===== src/rtl/core/pwmf_pkg.sv =====
package pwmf_pkg;

    // Result status codes
    typedef enum logic [1:0] {
        ST_OK        = 2'd0,
        ST_FREQ_LOW  = 2'd1,
        ST_DUTY_HIGH = 2'd2,
        ST_UNREACH   = 2'd3
    } status_t;

    // Fine prescaler table {1,2,4,6,8,10,12,14}
    localparam logic [3:0] FINE [8] = '{4'd1, 4'd2, 4'd4, 4'd6, 4'd8, 4'd10, 4'd12, 4'd14};

    // floor(390630 / fine[f]); the pair threshold is this value shifted right by the coarse index.
    // A pair qualifies when freq_q8 is above it.
    localparam logic [18:0] FINE_THR [8] = '{19'd390630, 19'd195315, 19'd97657, 19'd65105,
                                             19'd48828, 19'd39063, 19'd32552, 19'd27902};

    localparam logic [34:0] FREQ_MIN_Q8   = 35'd128;
    localparam logic [34:0] FREQ_REACH_Q8 = 35'd217;   // at or below: divisor above 1792
    localparam logic [15:0] DUTY_FULL_Q8  = 16'd25600;
    localparam logic [10:0] MAX_PRODUCT   = 11'd1792;
    localparam logic [34:0] TICK_NUM_Q8   = 35'd25600000000;
    localparam logic [25:0] RECIP_100     = 26'd42949673;  // ceil(2^32 / 100)

    // Pipeline layout
    localparam int DIV_STEPS = 17;
    localparam int S_ROW     = 1;
    localparam int S_PICK    = 2;
    localparam int S_DVS     = 3;
    localparam int S_DIV0    = 4;
    localparam int S_MUL     = S_DIV0 + DIV_STEPS;
    localparam int S_OUT     = S_MUL + 1;
    localparam int NST       = S_OUT + 1;

    // Per-beat sideband that travels with the data
    typedef struct packed {
        logic [1:0]  unit;
        status_t     status;
        logic [15:0] duty_a;
        logic [15:0] duty_b;
        logic [2:0]  coarse;
        logic [2:0]  fine;
    } side_t;

endpackage


===== src/rtl/core/pwmf_divider.sv =====
module pwmf_divider
    import pwmf_pkg::*;
(
    input  logic                 clk,
    input  logic [DIV_STEPS-1:0] adv,
    input  logic [45:0]          dvs,
    output logic [DIV_STEPS-1:0] quo
);

    logic [34:0]          rem_reg [DIV_STEPS];
    logic [45:0]          dvs_reg [DIV_STEPS];
    logic [DIV_STEPS-1:0] quo_reg [DIV_STEPS];

    // One restoring step per stage, quotient MSB first
    for (genvar k = 0; k < DIV_STEPS; k++) begin : g_step
        localparam int SH = DIV_STEPS - 1 - k;
        logic [34:0]          rem_i;
        logic [45:0]          dvs_i;
        logic [DIV_STEPS-1:0] quo_i;
        logic [61:0]          shifted;
        logic                 ge;
        logic [34:0]          rem_next;
        logic [DIV_STEPS-1:0] quo_next;

        if (k == 0) begin : g_first
            assign rem_i = TICK_NUM_Q8;
            assign dvs_i = dvs;
            assign quo_i = '0;
        end
        else begin : g_rest
            assign rem_i = rem_reg[k-1];
            assign dvs_i = dvs_reg[k-1];
            assign quo_i = quo_reg[k-1];
        end

        always_comb
        begin
            shifted  = {16'b0, dvs_i} << SH;
            ge       = {27'b0, rem_i} >= shifted;
            rem_next = ge ? (rem_i - shifted[34:0]) : rem_i;
            quo_next = {quo_i[DIV_STEPS-2:0], ge};
        end

        always_ff @(posedge clk)
        begin
            if (adv[k])
            begin
                rem_reg[k] <= rem_next;
                dvs_reg[k] <= dvs_i;
                quo_reg[k] <= quo_next;
            end
        end
    end

    assign quo = quo_reg[DIV_STEPS-1];

endmodule


===== config.mk =====
export PLATFORM = sky130hd
export DESIGN_NAME = pwmf_divider
export DESIGN_NICKNAME = d
export VERILOG_FILES = /design/src/rtl/core/pwmf_pkg.sv /design/src/rtl/core/pwmf_divider.sv
export SDC_FILE = /design/constraint.sdc
export NUM_CORES = 2
export LEC_CHECK = 0
export BUFFER_PORTS_ARGS = -buffer_cell sky130_fd_sc_hd__buf_2
export CAP_MARGIN = 30
export CORE_ASPECT_RATIO = 2
export CORE_UTILIZATION = 29
export CTS_CLUSTER_SIZE = 25
export DETAILED_ROUTE_END_ITERATION = 8
export SYNTH_ARGS = -nofsm -noshare
export SYNTH_HDL_FRONTEND = slang
export SYNTH_SLANG_ARGS = --single-unit

===== constraint.sdc =====
create_clock -name clk -period 3.9 [get_ports clk]
set_input_delay 0 -clock clk [delete_from_list [all_inputs] [get_ports clk]]
set_output_delay 0 -clock clk [all_outputs]
set_load 0.01 [all_outputs]

==> results.md <==
- Status: complete, no violations
- Vias in the first global route: 46100
- Switching Share: 25.2%
- Root Buffer: clkbuf_16
- Setup Skew: 0.0309 ns
- Yosys top cell area share: 58.5%
- Die Ht: 684 µm
- Initial antenna violation count: 3
- Post-synth EDFFs: 1313
- Die area: 235000 µm²
- Via count: 42900
- HPWL Detailed: 119 mm
- Pins Over Slew Limit: 0
- Worst slack at placement: -0.329 ns
- Critical Path AT: 4.26 ns
- Routability cong.: 0.949
- Final std cells w/o fill: 9032
- Worst vdd ir: 0.415 mV
- Cell Rows: 250
- Routed wire length per instance: 16.6 µm
- Layout fillers: 22800
- Clock buffer count from CTS: 138
- CORE AREA: 231000 µm²
- Clock transition at path regs: 0.06 ns
- Setup crit start kind: flop
- CTS HTree Levels: 4
- Synth Net Count: 6036
- Internal Power: 25900 µW
- Flop pwr share: 48.8%
- Final net count: 6413
- RSZ-0062 raised after global routing: false
- Detailed Routing Iterations Pass 1: 6
- CTS Buffer Depth: 3
- Synthesized cell area: 67500 µm²
- Critical path endpoint category: flop
- Top-count cell post-synth: edfxtp_1
- HP Class: input port to flop
- First-pass GRT wire length: 235 mm
- Pin count of the biggest net entering global routing: 97
- Post-synth top cells: 1313 x edfxtp_1, 542 x inv_1, 453 x nand2_1
- Max_cap viols: 0
- Max FFs per register: 736
- Ys async rst share: 0%
- FMAX: 269 MHz
- Die Span X: 343 µm
- Logic pwr share: 13.5%
- PortBufs: 80
- Final setup vio count: 0
- Initial DRC Count: 1510
- Layout Area Growth over Synthesis: 15.9%
- Placed insts: 8669
- Synth area leader: edfxtp_1
- Sequential area share after synthesis: 58.5%
- Final Hold Fails: 0
- Rel. slew slack: 39.2%
- Final ANT Viol Nets: 0
- # DRC: 0
- Minimum clock period: 3.71 ns
- Vias per inst: 4.74
- Top post-synthesis cells by area: edfxtp_1 58%, ha_1 8.2%, inv_1 3.0%
- Slew @ Worst Pin: 0.905 ns
- Psw: 8740 µW
- Drt total wl: 150 mm
- Setup WS post-layout: 0.185 ns
- Share of layout cells above drive strength 1: 10.9%
- Initial Utilization: 29.1%
- FF+latch count, synth: 1313
- Clock network power share: 37.7%
- Worst Path Max Fanout: 28
- Post-route clock period utilization: 95.2%
- I/O Pins: 81
- # clock sinks: 1313
- Grt ovf: 0
- Leakage power: 0.0311 µW
- Mapped Cells: 5517
- Total setup buffers inserted after CTS: 0
- Clk_lat worst skew: 0.79 ns
- Synthesized area per cell: 12.2 µm²
- Yosys cell types: 102
- Power per Cell Area: 443 nW/µm²
- Gr usage total: 12.7%
- YS warnings: 0
- CTS tree: built
- Ys flop type: edfxtp_1
- Setup CP Type: flop to flop
- Critical path data required time: 4.44 ns
metal layers:
metal	share of wire, %	wire length, µm	up-vias	GRT usage (%)
met5	0	0	-	0
met3	2.5	3740	470	1.80
li1	-	-	21200	-
met2	60	89600	783	27.4
met1	30	45000	20400	9.51
met4	7.6	11300	0	9.14
cell usage in the layout, fill, tap and decap left out, types with 16 or more instances in the layout:
cell type and count:
a211oi_1 16, a21boi_0 18, a21o_1 215, a21oi_1 325, a31oi_1 47, and2_1 18, and3_1 36, buf_12 16
buf_2 72, buf_4 142, clkbuf_1 24, clkbuf_16 138, clkinv_1 31, clkinv_2 20, dlygate4sd3_1 108, edfxtp_1 1313
ha_1 440, inv_1 542, mux2_1 18, mux2_2 100, mux2_4 28, nand2_1 453, nand2b_1 46, nand3_1 73
nand4_1 82, nor2_1 210, nor2b_1 59, nor3_1 72, nor4_1 93, o211ai_1 19, o21a_1 44, o21ai_0 343
o21ai_1 79, o21bai_1 55, o31ai_1 32, or2_2 30, xnor2_1 204, xor2_1 144
repair_timing:
item | in CTS | in global routing
gates cloned | 0 | 0
endpoints found under the setup margin | 35 | 19
hold endpoints to repair | 947 | 0
gates resized for setup | 5 | 5
hold buffers | 108 | 0
final cells by class:
type	count	area, µm²	area share (%)
Sequential cell	1313	39400	50.4
Multi-Input combinational cell	3559	25600	32.7
Tap cell	3024	3780	4.84
Clock buffer	162	3540	4.53
Timing Repair Buffer	338	2830	3.62
Inverter	544	2040	2.61
Clock inverter	86	951	1.22
Antenna cell	6	15.0	0.0192
path summary, 6_finish.rpt:
path                                   from                      endpoint  slack [ns]  depth (start not counted)
setup / recovery  rem_reg[0][480]$_DFFE_PP_     rem_reg[0][497]$_DFFE_PP_        0.19                         12
hold / removal                       dvs[8]  rem_reg[0][24]$_SDFFCE_PN1P_        0.08                          4
setup reg to reg  rem_reg[0][480]$_DFFE_PP_     rem_reg[0][497]$_DFFE_PP_        0.19                         12
hold reg to reg   quo_reg[0][188]$_DFFE_PP_     quo_reg[0][206]$_DFFE_PP_        0.41                          0
worst max-delay path, cell delays in order, from the launching register on:
cell      delay, ns
edfxtp_1       0.40
ha_1           0.50
nand2_1        0.21
nor2_2         0.27
nand3_1        0.30
nor4_4         0.42
buf_4          0.20
a311oi_1       0.10
a21oi_1        0.30
nor2_4         0.06
inv_2          0.09
buf_12         0.23
mux2_4         0.33
metrics by stage:
| step | total power, µW | instance area [µm²] | util [%] | hold WS (ns) | setup TNS [ns] |
|---|---|---|---|---|---|
| finish | 34600 | 78200 | 33.8 | 0.0827 | 0 |
| global route | 36100 | 78200 | 33.8 | 0.0378 | 0 |
| CTS | 35000 | 78100 | 33.7 | 0.00821 | 0 |
| detailed placement | 21800 | 72500 | 31.3 | 0.194 | -8.93 |
| global placement | 21600 | 72500 | 31.3 | 0.192 | -12.58 |
| floorplan | 20200 | 67500 | - | 0.0989 | 0 |
cell families (layout without fill, tap and decap cells):
logic type,after synthesis,count (layout),share of synthesized area (%)
AOI/OAI and AO/OA,1347,1347,12.8
xor gates and xnor gates,348,348,4.52
adders and majority gates,455,455,8.61
buffers and inverters,645,1130,3.82
DFF,1313,1313,58.5
muxes,158,158,2.77
other,0,6,0
and+or+nand+nor,1251,1251,9.08
power by group through the flow:
stage               Combinational (µW)  Clock, µW  Sequential, µW
floorplan                         3150          0           17000
global placement                  4480          0           17200
detailed placement                4560          0           17200
CTS                               4670      13400           16900
global route                      5170      14000           17000
finish                            4670      13100           16900
(Power assumes the default switching activity.)
